<file path="config.mk">
export PLATFORM = sky130hd
export DESIGN_NAME = dirty_message_cache_core
export DESIGN_NICKNAME = d
export VERILOG_FILES = /design/src/design/dmc_pkg.sv /design/src/design/dmc_ctrl.sv /design/src/design/dmc_datapath.sv /design/src/design/dirty_message_cache_core.sv
export VERILOG_INCLUDE_DIRS = /design/src /design/src/design
export SDC_FILE = /design/constraint.sdc
export NUM_CORES = 2
export LEC_CHECK = 0
export ABC_AREA = 1
export ABC_CLOCK_PERIOD_IN_PS = 12800
export BUFFER_PORTS_ARGS = -buffer_cell sky130_fd_sc_hd__clkbuf_2
export CAP_MARGIN = 20
export CORE_MARGIN = 5
export CORE_UTILIZATION = 51
export CTS_BUF_LIST = sky130_fd_sc_hd__clkbuf_4
export DETAILED_ROUTE_END_ITERATION = 16
export PLACE_DENSITY = 0.72
export SYNTH_ARGS = -nofsm -noshare
export SYNTH_HDL_FRONTEND = slang
export SYNTH_SLANG_ARGS = --single-unit
</file>
<file path="constraint.sdc">
create_clock -name clk -period 12.8 [get_ports clk]
set_clock_uncertainty 0.15 [all_clocks]
set_input_delay 1.28 -clock clk [delete_from_list [all_inputs] [get_ports clk]]
set_output_delay 1.28 -clock clk [all_outputs]
set_load 0.05 [all_outputs]
</file>
<file path="src/design/assert_macros.svh">
// ----------------------------------------------------------------------------
// assert_macros.svh
// Assertion macros used by the dirty message cache core.
// ----------------------------------------------------------------------------
`ifndef ASSERT_MACROS_SVH
`define ASSERT_MACROS_SVH

// Check a property on every clock edge outside reset.
`define DMC_ASSERT(label, prop, msg) \
  label: assert property (@(posedge clk) disable iff (!rst_n) (prop)) else $error(msg);

// Check a property on every clock edge, reset included.
`define DMC_ASSERT_ALWAYS(label, prop, msg) \
  label: assert property (@(posedge clk) (prop)) else $error(msg);

`endif

</file>
<file path="src/design/dmc_pkg.sv">
// ----------------------------------------------------------------------------
// dmc_pkg
// Shared types, widths and codes of the dirty message cache.
// ----------------------------------------------------------------------------
`default_nettype none

package dmc_pkg;

  // Cache geometry
  localparam int SLOTS  = 5;
  localparam int IDX_W  = (SLOTS > 1) ? $clog2(SLOTS) : 1;
  localparam int HEAD_W = 64;
  localparam int TAIL_W = 24;
  localparam int KEY_W  = HEAD_W + TAIL_W;
  localparam int VAL_W  = 32;
  localparam int NAME_BYTES = KEY_W / 8;

  // Input opcodes
  localparam logic [1:0] OP_SET     = 2'd0;
  localparam logic [1:0] OP_STOPPED = 2'd1;
  localparam logic [1:0] OP_TIMER   = 2'd2;

  // Result actions
  typedef enum logic [1:0] {
    ACT_NONE = 2'd0,
    ACT_SEND = 2'd1,
    ACT_STOP = 2'd2,
    ACT_IDLE = 2'd3
  } action_t;

  // Controller states
  typedef enum logic [1:0] {
    S_IDLE,
    S_EXEC,
    S_PICK
  } state_t;

  // Controller to datapath commands
  typedef struct packed {
    logic capture;     // latch the accepted item
    logic commit_set;  // apply a set item to the stores
    logic load_out;    // fill the result register
    logic pick;        // result comes from the dirty slot scan
  } cmd_t;

  // Datapath to controller status
  typedef struct packed {
    logic out_free;    // result register can take a new item
    logic is_set;      // held item is a set
    logic is_stopped;  // held item reports a finished transmission
    logic need_pick;   // set item dirties a slot while the broadcaster idles
  } status_t;

endpackage

`default_nettype wire

</file>
<file path="src/design/dmc_ctrl.sv">
// ----------------------------------------------------------------------------
// dmc_ctrl
// Sequencer of the dirty message cache: accept, execute, optional scan.
// ----------------------------------------------------------------------------
`default_nettype none

module dmc_ctrl (
  input  wire logic             clk,
  input  wire logic             rst_n,
  input  wire logic             in_valid,
  output logic                  in_ready,
  input  wire dmc_pkg::status_t status,
  output dmc_pkg::cmd_t         cmd
);

  dmc_pkg::state_t state_r, state_nxt;

  // Advance state
  always_ff @(posedge clk) begin
    if (!rst_n) begin
      state_r <= dmc_pkg::S_IDLE;
    end else begin
      state_r <= state_nxt;
    end
  end

  // Next state
  always_comb begin
    state_nxt = state_r;
    case (state_r)
      dmc_pkg::S_IDLE: begin
        if (in_valid) state_nxt = dmc_pkg::S_EXEC;
      end
      dmc_pkg::S_EXEC: begin
        if (status.out_free) begin
          state_nxt = status.need_pick ? dmc_pkg::S_PICK : dmc_pkg::S_IDLE;
        end
      end
      dmc_pkg::S_PICK: begin
        if (status.out_free) state_nxt = dmc_pkg::S_IDLE;
      end
      default: state_nxt = dmc_pkg::S_IDLE;
    endcase
  end

  // Drive commands
  always_comb begin
    in_ready = 1'b0;
    cmd      = '0;
    case (state_r)
      dmc_pkg::S_IDLE: begin
        in_ready    = 1'b1;
        cmd.capture = in_valid;
      end
      dmc_pkg::S_EXEC: begin
        if (status.out_free) begin
          cmd.commit_set = status.is_set;
          cmd.load_out   = !status.need_pick;
          cmd.pick       = status.is_stopped;
        end
      end
      dmc_pkg::S_PICK: begin
        if (status.out_free) begin
          cmd.load_out = 1'b1;
          cmd.pick     = 1'b1;
        end
      end
      default: begin
        in_ready = 1'b0;
      end
    endcase
  end

endmodule

`default_nettype wire

</file>
<file path="src/design/dmc_datapath.sv">
// ----------------------------------------------------------------------------
// dmc_datapath
// Slot stores, name match, dirty scan and result register of the cache.
// ----------------------------------------------------------------------------
`default_nettype none

module dmc_datapath (
  input  wire logic                               clk,
  input  wire logic                               rst_n,
  input  wire dmc_pkg::cmd_t                      cmd,
  output dmc_pkg::status_t                        status,
  input  wire logic [1:0]                         in_opcode,
  input  wire logic [dmc_pkg::HEAD_W-1:0]         in_key_head,
  input  wire logic [dmc_pkg::TAIL_W-1:0]         in_key_tail,
  input  wire logic signed [dmc_pkg::VAL_W-1:0]   in_new_value,
  output logic                                    out_valid,
  input  wire logic                               out_ready,
  output logic [1:0]                              out_action,
  output logic [2:0]                              out_slot,
  output logic [dmc_pkg::HEAD_W-1:0]              out_key_head,
  output logic [dmc_pkg::TAIL_W-1:0]              out_key_tail,
  output logic signed [dmc_pkg::VAL_W-1:0]        out_value
);

  localparam int           N    = dmc_pkg::SLOTS;
  localparam int           IW   = dmc_pkg::IDX_W;
  localparam logic [IW-1:0] LAST = IW'(N - 1);

  // Zero every name byte after the first zero byte
  function automatic logic [dmc_pkg::KEY_W-1:0] terminate(
    input logic [dmc_pkg::KEY_W-1:0] k
  );
    logic [dmc_pkg::KEY_W-1:0] r;
    logic                      ended;
    r     = k;
    ended = 1'b0;
    for (int b = 0; b < dmc_pkg::NAME_BYTES; b++) begin
      if (ended) r[b*8 +: 8] = 8'd0;
      else if (k[b*8 +: 8] == 8'd0) ended = 1'b1;
    end
    return r;
  endfunction

  // Held item
  logic [1:0]                       op_r;
  logic [dmc_pkg::KEY_W-1:0]        key_r;
  logic signed [dmc_pkg::VAL_W-1:0] val_r;

  // Slot stores
  logic [dmc_pkg::KEY_W-1:0]        slot_key_r [N];
  logic signed [dmc_pkg::VAL_W-1:0] slot_val_r [N];
  logic [N-1:0]                     mark_r;
  logic [IW-1:0]                    ptr_r;
  logic                             busy_r;
  logic                             out_valid_r;

  // Result register
  dmc_pkg::action_t                 out_action_r, out_action_nxt;
  logic [2:0]                       out_slot_r, out_slot_nxt;
  logic [dmc_pkg::HEAD_W-1:0]       out_head_r, out_head_nxt;
  logic [dmc_pkg::TAIL_W-1:0]       out_tail_r, out_tail_nxt;
  logic signed [dmc_pkg::VAL_W-1:0] out_value_r, out_value_nxt;

  // Match and scan results
  logic [N-1:0]  hit_vec, veq_vec;
  logic          hit_found, pick_found;
  logic [IW-1:0] hit_idx, pick_idx, wr_idx;
  logic          val_same, dirtied;

  // Latch the accepted item, name already terminated
  always_ff @(posedge clk) begin
    if (cmd.capture) begin
      op_r  <= in_opcode;
      key_r <= terminate({in_key_tail, in_key_head});
      val_r <= in_new_value;
    end
  end

  // Compare the held name and value against every slot
  always_comb begin
    for (int i = 0; i < N; i++) begin
      hit_vec[i] = (slot_key_r[i] == key_r);
      veq_vec[i] = (slot_val_r[i] == val_r);
    end
  end

  // Lowest-index match
  always_comb begin
    hit_found = 1'b0;
    hit_idx   = '0;
    for (int i = N - 1; i >= 0; i--) begin
      if (hit_vec[i]) begin
        hit_found = 1'b1;
        hit_idx   = IW'(i);
      end
    end
  end

  // Lowest-index dirty slot
  always_comb begin
    pick_found = 1'b0;
    pick_idx   = '0;
    for (int i = N - 1; i >= 0; i--) begin
      if (mark_r[i]) begin
        pick_found = 1'b1;
        pick_idx   = IW'(i);
      end
    end
  end

  assign val_same = hit_found && veq_vec[hit_idx];
  assign wr_idx   = hit_found ? hit_idx : ptr_r;
  assign dirtied  = !hit_found || (!val_same && !mark_r[hit_idx]);

  // Status back to the controller
  assign status.out_free   = !out_valid_r || out_ready;
  assign status.is_set     = (op_r == dmc_pkg::OP_SET);
  assign status.is_stopped = (op_r == dmc_pkg::OP_STOPPED);
  assign status.need_pick  = (op_r == dmc_pkg::OP_SET) && dirtied && !busy_r;

  // Update stores: apply a set, clear the mark of an emitted slot
  always_ff @(posedge clk) begin
    if (!rst_n) begin
      for (int i = 0; i < N; i++) begin
        slot_key_r[i] <= '0;
        slot_val_r[i] <= '0;
      end
      mark_r <= '0;
      ptr_r  <= '0;
      busy_r <= 1'b0;
    end else begin
      if (cmd.commit_set && !val_same) begin
        slot_val_r[wr_idx] <= val_r;
        mark_r[wr_idx]     <= 1'b1;
        if (!hit_found) begin
          slot_key_r[wr_idx] <= key_r;
          ptr_r              <= (ptr_r == LAST) ? '0 : ptr_r + 1'b1;
        end
      end
      if (cmd.load_out && cmd.pick) begin
        busy_r <= pick_found;
        if (pick_found) mark_r[pick_idx] <= 1'b0;
      end
    end
  end

  // Hold result valid until taken
  always_ff @(posedge clk) begin
    if (!rst_n) begin
      out_valid_r <= 1'b0;
    end else if (cmd.load_out) begin
      out_valid_r <= 1'b1;
    end else if (out_ready) begin
      out_valid_r <= 1'b0;
    end
  end

  // Select the result fields
  always_comb begin
    out_action_nxt = dmc_pkg::ACT_NONE;
    out_slot_nxt   = '0;
    out_head_nxt   = '0;
    out_tail_nxt   = '0;
    out_value_nxt  = '0;
    if (cmd.pick) begin
      if (pick_found) begin
        out_action_nxt = dmc_pkg::ACT_SEND;
        out_slot_nxt   = 3'(pick_idx);
        out_head_nxt   = slot_key_r[pick_idx][dmc_pkg::HEAD_W-1:0];
        out_tail_nxt   = slot_key_r[pick_idx][dmc_pkg::KEY_W-1:dmc_pkg::HEAD_W];
        out_value_nxt  = slot_val_r[pick_idx];
      end else begin
        out_action_nxt = dmc_pkg::ACT_IDLE;
      end
    end else if (op_r == dmc_pkg::OP_TIMER && busy_r) begin
      out_action_nxt = dmc_pkg::ACT_STOP;
    end
  end

  // Fill the result register
  always_ff @(posedge clk) begin
    if (cmd.load_out) begin
      out_action_r <= out_action_nxt;
      out_slot_r   <= out_slot_nxt;
      out_head_r   <= out_head_nxt;
      out_tail_r   <= out_tail_nxt;
      out_value_r  <= out_value_nxt;
    end
  end

  assign out_valid    = out_valid_r;
  assign out_action   = out_action_r;
  assign out_slot     = out_slot_r;
  assign out_key_head = out_head_r;
  assign out_key_tail = out_tail_r;
  assign out_value    = out_value_r;

endmodule

`default_nettype wire

</file>
<file path="src/design/dirty_message_cache_core.sv">
// ----------------------------------------------------------------------------
// dirty_message_cache_core
// Keyed cache of named variables with dirty marks feeding a broadcaster.
// ----------------------------------------------------------------------------
// One item is in work at a time and every item yields exactly one result.
// An item is captured at acceptance, then matched and updated over all slots
// before its result is loaded; a set item that dirties a slot while the
// broadcaster is idle adds the lowest-index dirty scan, which runs on the
// marks after the update. The next item can be accepted in the cycle after
// the result is loaded, while that result may still wait in the output
// register. The slot stores clear at reset; no clearing pass is run.
`default_nettype none

`include "assert_macros.svh"

module dirty_message_cache_core (
  input  wire logic                               clk,
  input  wire logic                               rst_n,
  input  wire logic                               in_valid,
  output logic                                    in_ready,
  input  wire logic [1:0]                         in_opcode,
  input  wire logic [dmc_pkg::HEAD_W-1:0]         in_key_head,
  input  wire logic [dmc_pkg::TAIL_W-1:0]         in_key_tail,
  input  wire logic signed [dmc_pkg::VAL_W-1:0]   in_new_value,
  output logic                                    out_valid,
  input  wire logic                               out_ready,
  output logic [1:0]                              out_action,
  output logic [2:0]                              out_slot,
  output logic [dmc_pkg::HEAD_W-1:0]              out_key_head,
  output logic [dmc_pkg::TAIL_W-1:0]              out_key_tail,
  output logic signed [dmc_pkg::VAL_W-1:0]        out_value
);

  dmc_pkg::cmd_t    cmd;
  dmc_pkg::status_t status;

  // Sequencer
  dmc_ctrl u_ctrl (
    .clk      (clk),
    .rst_n    (rst_n),
    .in_valid (in_valid),
    .in_ready (in_ready),
    .status   (status),
    .cmd      (cmd)
  );

  // Stores and result register
  dmc_datapath u_datapath (
    .clk          (clk),
    .rst_n        (rst_n),
    .cmd          (cmd),
    .status       (status),
    .in_opcode    (in_opcode),
    .in_key_head  (in_key_head),
    .in_key_tail  (in_key_tail),
    .in_new_value (in_new_value),
    .out_valid    (out_valid),
    .out_ready    (out_ready),
    .out_action   (out_action),
    .out_slot     (out_slot),
    .out_key_head (out_key_head),
    .out_key_tail (out_key_tail),
    .out_value    (out_value)
  );

  // A result is never loaded over one that has not been taken
  `DMC_ASSERT(a_no_overwrite, cmd.load_out |-> status.out_free, "result overwritten")
  // Only one item is in work at a time
  `DMC_ASSERT(a_single_item, (in_valid && in_ready) |=> !in_ready, "second item accepted")
  // A loaded result is offered on the next cycle
  `DMC_ASSERT(a_load_shows, cmd.load_out |=> out_valid, "loaded result not offered")
  // Capture and commit never happen in the same cycle
  `DMC_ASSERT(a_capture_alone, cmd.capture |-> !(cmd.commit_set || cmd.load_out), "capture overlaps")

endmodule

`default_nettype wire

</file>
# --- Word-level counts from Yosys, hierarchy flattened ---
# Memories as Yosys holds them, arrays and structs flattened. A register that Yosys moved wholly into a read port is not among the register bits.
# Index checks and enable logic that the tools add are counted.
totals:
  regBits: 139
  latch_bits: 0
  mem_bits_rw: 600
  romBits: 0
  in_bits: 126
  out_inout_bits: 127
  word_cells: 180
  n_memories: 2
op_classes:
  addsub: 1
  n_mul: 0
  n_div: 0
  magnitude_cmp: 5
  eq_ne: 18
  shifts: 0
  muxes: 93
  bitwise_logic: 4
  reduce_logical: 37
mem_list:
  columns: ["name", "words", "width", "read_ports", "rd_ports_with_merged_regs", "write_ports", "line", "rtl"]
  rows:
  - ["u_datapath.slot_key_r", 5, 88, 6, 1, 5, "dmc_datapath.sv:50", "logic [dmc_pkg::KEY_W-1:0] slot_key_r [N];"]
  - ["u_datapath.slot_val_r", 5, 32, 6, 1, 5, "dmc_datapath.sv:51", "logic signed [dmc_pkg::VAL_W-1:0] slot_val_r [N];"]
op_table:
  columns: ["cell", "n"]
  rows:
  - ["$eq A88 B88 Y1", 5]
  - ["$eq A32 B32 Y1", 5]
  - ["$mux W88", 1]
  - ["$reduce_or A88 Y1", 1]
  - ["$logic_not A8 Y1", 10]
  - ["$mux W1", 58]
  - ["$mux W3", 15]
  - ["$mux W32", 1]
  - ["$reduce_or A32 Y1", 1]
  - ["$mux W5", 4]
  - ["$mux W2", 8]
  - ["$lt A3 B4 Y1 const B", 3]
  - ["$logic_and A1 B1 Y1", 9]
  - ["$logic_not A1 Y1", 8]
  - ["$bmux W1 S3", 2]
  - ["$demux W1 S3", 2]
  - ["$ge A3 B1 Y1 const B", 2]
  - ["$ne A2 B2 Y1 const B", 3]
  - ["$pmux W2 S3", 1]
  - ["$and A5 B5 Y5", 1]
  - ["$not A5 Y5", 1]
  - ["$or A5 B5 Y5", 1]
  - ["$eq A2 B1 Y1 const B", 2]
  - ["$eq A2 B2 Y1 const B", 2]
  - ["9 further kinds", 12]

# --- Depth between registers and ports, before layout ---
depth:
  depth_word: 23
  depth_mapped: 26
  mapped_depth_nobuf: 24

# --- Cells and area by module ---
# A second synthesis with hierarchy kept.
unflattened:
  cells_unflattened: 5448
  area_unflattened_um2: 53802.9
modules_own_cells:
  columns: ["mod", "n_inst", "cells_each", "area_per_inst_um2", "seq_area_each_um2"]
  rows:
  - ["dmc_datapath", 1, 5413, 53583.9, 32841.5]
  - ["dmc_ctrl", 1, 35, 219.0, 40.0]

# --- Worst setup path after synthesis ---
# Ideal clock, no wire load.
synth_path:
  path_kind: "register to register"
  startpoint: "register u_datapath.key_r[1] in the netlist's numbering"
  endpoint: "memory u_datapath.slot_key_r[5][0] in the netlist's numbering, enable pin"
  setup_ns: 0.750
  arrival_time_ns: 10.513
  required_time_ns: 11.900
  setup_slack_ns: 1.387
  path_stages_with_launch: 20
  path_buffers: 1
  synth_period_minus_slack_ns: 11.413
  path_cell_list: "edfxtp_1 > buf_2 > or2_1 > a21oi_1 > nand2_1 > nor2_1 > nand2_1 > nor2_1 > nand3_1 > nand2_2 > nand2_2 > nand2_1 > nand3_1 > nand2_1 > nand2_1 > nand2_2 > nand2_2 > nor2_1 > nand2_1 > nor4_1"
synth_rtl:
  columns: ["item", "line", "rtl"]
  rows:
  - ["start: declaration", "dmc_datapath.sv:46", "logic [dmc_pkg::KEY_W-1:0] key_r;"]
  - ["start signal: assignment", "dmc_datapath.sv:74", "key_r <= terminate({in_key_tail, in_key_head});"]
  - ["end: declaration", "dmc_datapath.sv:50", null]

==> flow_summary.yaml <==
route:
  first_iter_violations: 5753
  vias: 42990
  drc: 0
  dr.pass1.iters: 6
  wl_mm: 167.9
  drtAntennaViolNets: 0
  avgRoutedWirePerCell_um: 22.77
  via_per_inst: 5.830
place:
  portBuffers: 252
  placed_cell_area_mm2: 0.05612
  pre_cts_ws_ns: 5.953
  place_hpwl_mm: 97.29
  place.gp.congestion: 0.8840
  dp.cells: 6855
clocking:
  cts_sinks: 1105
  postCtsHoldBufs: 0
  clk_latency_ns: 1.15
  cts-buffers-inserted: 310
  post_cts_buffers: 0
  root_buffer: "clkbuf_4"
  cts_tree: "built"
  cts_buffer_depth: 4
  ctsResizeCount: 0
  htree_levels: 5
  clk_transition_reported_paths_ns: 0.07
yosys:
  ys_warn_count: 0
  synth.cell_area_mm2: 0.05383
  ys_seq_area_share_pct: 61.41
  synth-main-ff-cell: "edfxtp_1"
  ys_types: 47
  synth_enable_flop_cells: 1093
  syn_nets: 5618
  ys_ff_latch: 1105
  syn_area_per_cell_um2: 9.811
  synth_async_sr_flop_share_pct: 0
  syn_inst: 5487
timing:
  worst_pin_slew_ns: 1.173
  whs_ns: 0.1635
  fin_ws_ns: 5.799
  setup_tns_ns: 0
  finalCritPeriodShare_pct: 54.70
  max_freq_mhz: 142.8
  max_slew_margin_pct: 21.79
  drv_slew: 0
  rsz0062_at_grt: "no"
  finalSetupViolations: 0
  min_period_ns: 7.001
  hold_viol_final: 0
die:
  die_area_mm2: 0.1122
  num_io_pins: 253
  coreArea_mm2: 0.1051
  initial_core_util_pct: 51.21
  rows: 119
  die_x_um: 334.9
  dieHeight_um: 334.9
grt:
  grt_pass1_vias: 42140
  grt_max_degree: 188
  grt.total_usage_pct: 29.18
  grt_first_pass_wirelength_mm: 249.2
  grt_overflow: 0
  antenna_found_initial: 7
layout:
  fin_nets: 5908
  final_cell_mix: "nand2_1 (1,290), edfxtp_1 (1,093), nor2_1 (847), clkbuf_4 (450), inv_1 (407)"
  area_growth_pct: 11.23
  final_cells: 7375
  final_cell_area_mm2: 0.05988
  final.fill_count: 9079
  multiInputGateArea_mm2: 0.01773
  layout_commonest_cell: "nand2_1"
  register_area_mm2: 0.03306
  drive_above_1_share_pct: 15.31
worst_setup_path:
  cp.required_ns: 13.35
  cp_max_fo: 66
  end_kind: "register"
  critPathArrivalTime_ns: 7.55
  cp-start-kind: "register"
  critPathKind: "reg2reg"
power_and_ir_drop:
  pwr_density_cell_mw_per_mm2: 132.6
  vdd_drop_max_mv: 0.07895
  p_leak_nw: 23.48
job:
  drv_cap: 0
status:
  status: "completed"
hold_path:
  hp-class: "in2reg"
worst max-delay path, stage by stage (launching register included):
cell and delay, ns:
edfxtp_1 0.53, inv_2 0.16, nor2_1 0.05, nor3_1 0.28, nand3_1 0.19, nor2_1 0.13, nand2_1 0.06, nor2_1 0.46
nand4_1 0.43, nand2_4 0.74, nand2_1 0.21, nand2_2 0.29, inv_1 0.10, nor3_1 0.34, nand2_4 0.62, o21ai_4 0.34
buf_4 0.44, buf_4 0.93
area by class of cell:
class | count | area share (%)
clock buffer | 450 | 5.642
multi-input combinational | 3555 | 29.60
timing repair buffer | 313 | 2.892
clock inverter | 63 | 0.5955
tap | 1391 | 2.907
inverter | 492 | 3.122
sequential | 1105 | 55.21
antenna | 6 | 0.02507
stage by stage:
stage / util (%) / power, W
3_5_place_dp: 53.39 / 0.004830
3_3_place_gp: 53.39 / 0.004818
5_1_grt: 56.96 / 0.008255
4_1_cts: 56.94 / 0.007982
2_1_floorplan: - / 0.004643
6_report: 56.96 / 0.007943
state kept, by name, summed over array words and instances, names as in the netlist:
| name | count |
|---|---|
| u_datapath.mark_r | 5 |
| u_datapath.op_r | 2 |
| u_datapath.out_value | 32 |
| u_datapath.slot_val_r | 218 |
| u_datapath.busy_r | 1 |
| u_ctrl.state_r | 2 |
| u_datapath.out_valid | 1 |
| u_datapath.key_r | 88 |
| u_datapath.out_action | 2 |
| u_datapath.slot_key_r | 628 |
| u_datapath.val_r | 32 |
| u_datapath.ptr_r | 3 |
| u_datapath.out_slot | 3 |
| u_datapath.out_key_tail | 24 |
| u_datapath.out_key_head | 64 |
final timing paths:
path,from,to,slack [ns],cells after the start
max,u_datapath.key_r[7],u_datapath.slot_key_r[4][41],5.80,17
min,in_new_value[25],u_datapath.val_r[25],0.16,1
max reg2reg,u_datapath.key_r[7],u_datapath.slot_key_r[4][41],5.80,17
min reg2reg,u_ctrl.state_r[1],u_ctrl.state_r[1],0.34,2
per-layer routing:
| layer | routed length [um] | global-route usage, % | part of all wire, % | vias up |
|---|---|---|---|---|
| li1 | - | - | - | 19230 |
| met1 | 62830 | 38.21 | 37 | 20510 |
| met2 | 77810 | 46.33 | 46 | 2751 |
| met3 | 19450 | 6.738 | 12 | 497 |
| met4 | 7777 | 14.05 | 4.6 | 6 |
| met5 | 41 | 0 | 0.024 | - |
synthesized netlist by cell type (2+ instances only):
cell type | count | area, um2
nand2_1 | 1295 | 4861
edfxtp_1 | 1093 | 32820
nor2_1 | 853 | 3202
inv_1 | 413 | 1550
clkbuf_1 | 245 | 919.6
xor2_1 | 245 | 2146
nor3_1 | 200 | 1001
o21ai_0 | 177 | 885.9
nand3_1 | 168 | 840.8
o211ai_1 | 157 | 1179
xnor2_1 | 96 | 840.8
buf_2 | 70 | 350.3
inv_2 | 69 | 259.0
a21oi_1 | 67 | 335.3
nand4_1 | 57 | 356.6
a221oi_1 | 42 | 367.9
o221ai_1 | 36 | 315.3
nor4_1 | 32 | 200.2
a41oi_1 | 31 | 271.5
o21bai_1 | 27 | 202.7
nor2_2 | 19 | 118.9
buf_1 | 13 | 48.80
dfxtp_1 | 12 | 240.2
clkinv_1 | 10 | 37.54
o2111ai_1 | 7 | 61.31
nand2_2 | 6 | 37.54
o22ai_1 | 6 | 37.54
ha_1 | 5 | 62.56
or2_0 | 4 | 25.02
a22o_1 | 3 | 26.28
buf_6 | 3 | 33.78
clkbuf_2 | 3 | 15.01
o31ai_1 | 3 | 22.52
or2_1 | 3 | 18.77
or2_2 | 3 | 18.77
a211oi_1 | 2 | 15.01
o21ai_1 | 2 | 10.01
report_power, final:
| group | internal [W] | switching (W) |
|---|---|---|
| combinational | 0.000163 | 0.000377 |
| sequential | 0.00410 | 0.000129 |
| clock | 0.00168 | 0.00150 |
| total | 0.00594 | 0.00200 |
cell families (layout without fill, tap and decap cells):
family	Yosys count	count (layout)	share of synthesized area, %
and+or+nand+nor	2647	2647	19.98
DFF	1105	1105	61.41
buffers and inverters	827	1318	5.985
AOI/OAI and AO/OA	562	562	6.959
xor gates and xnor gates	341	341	5.548
adders and majority gates	5	5	0.1162
other	0	6	0
Note: power is estimated with default switching activity, not from simulation.
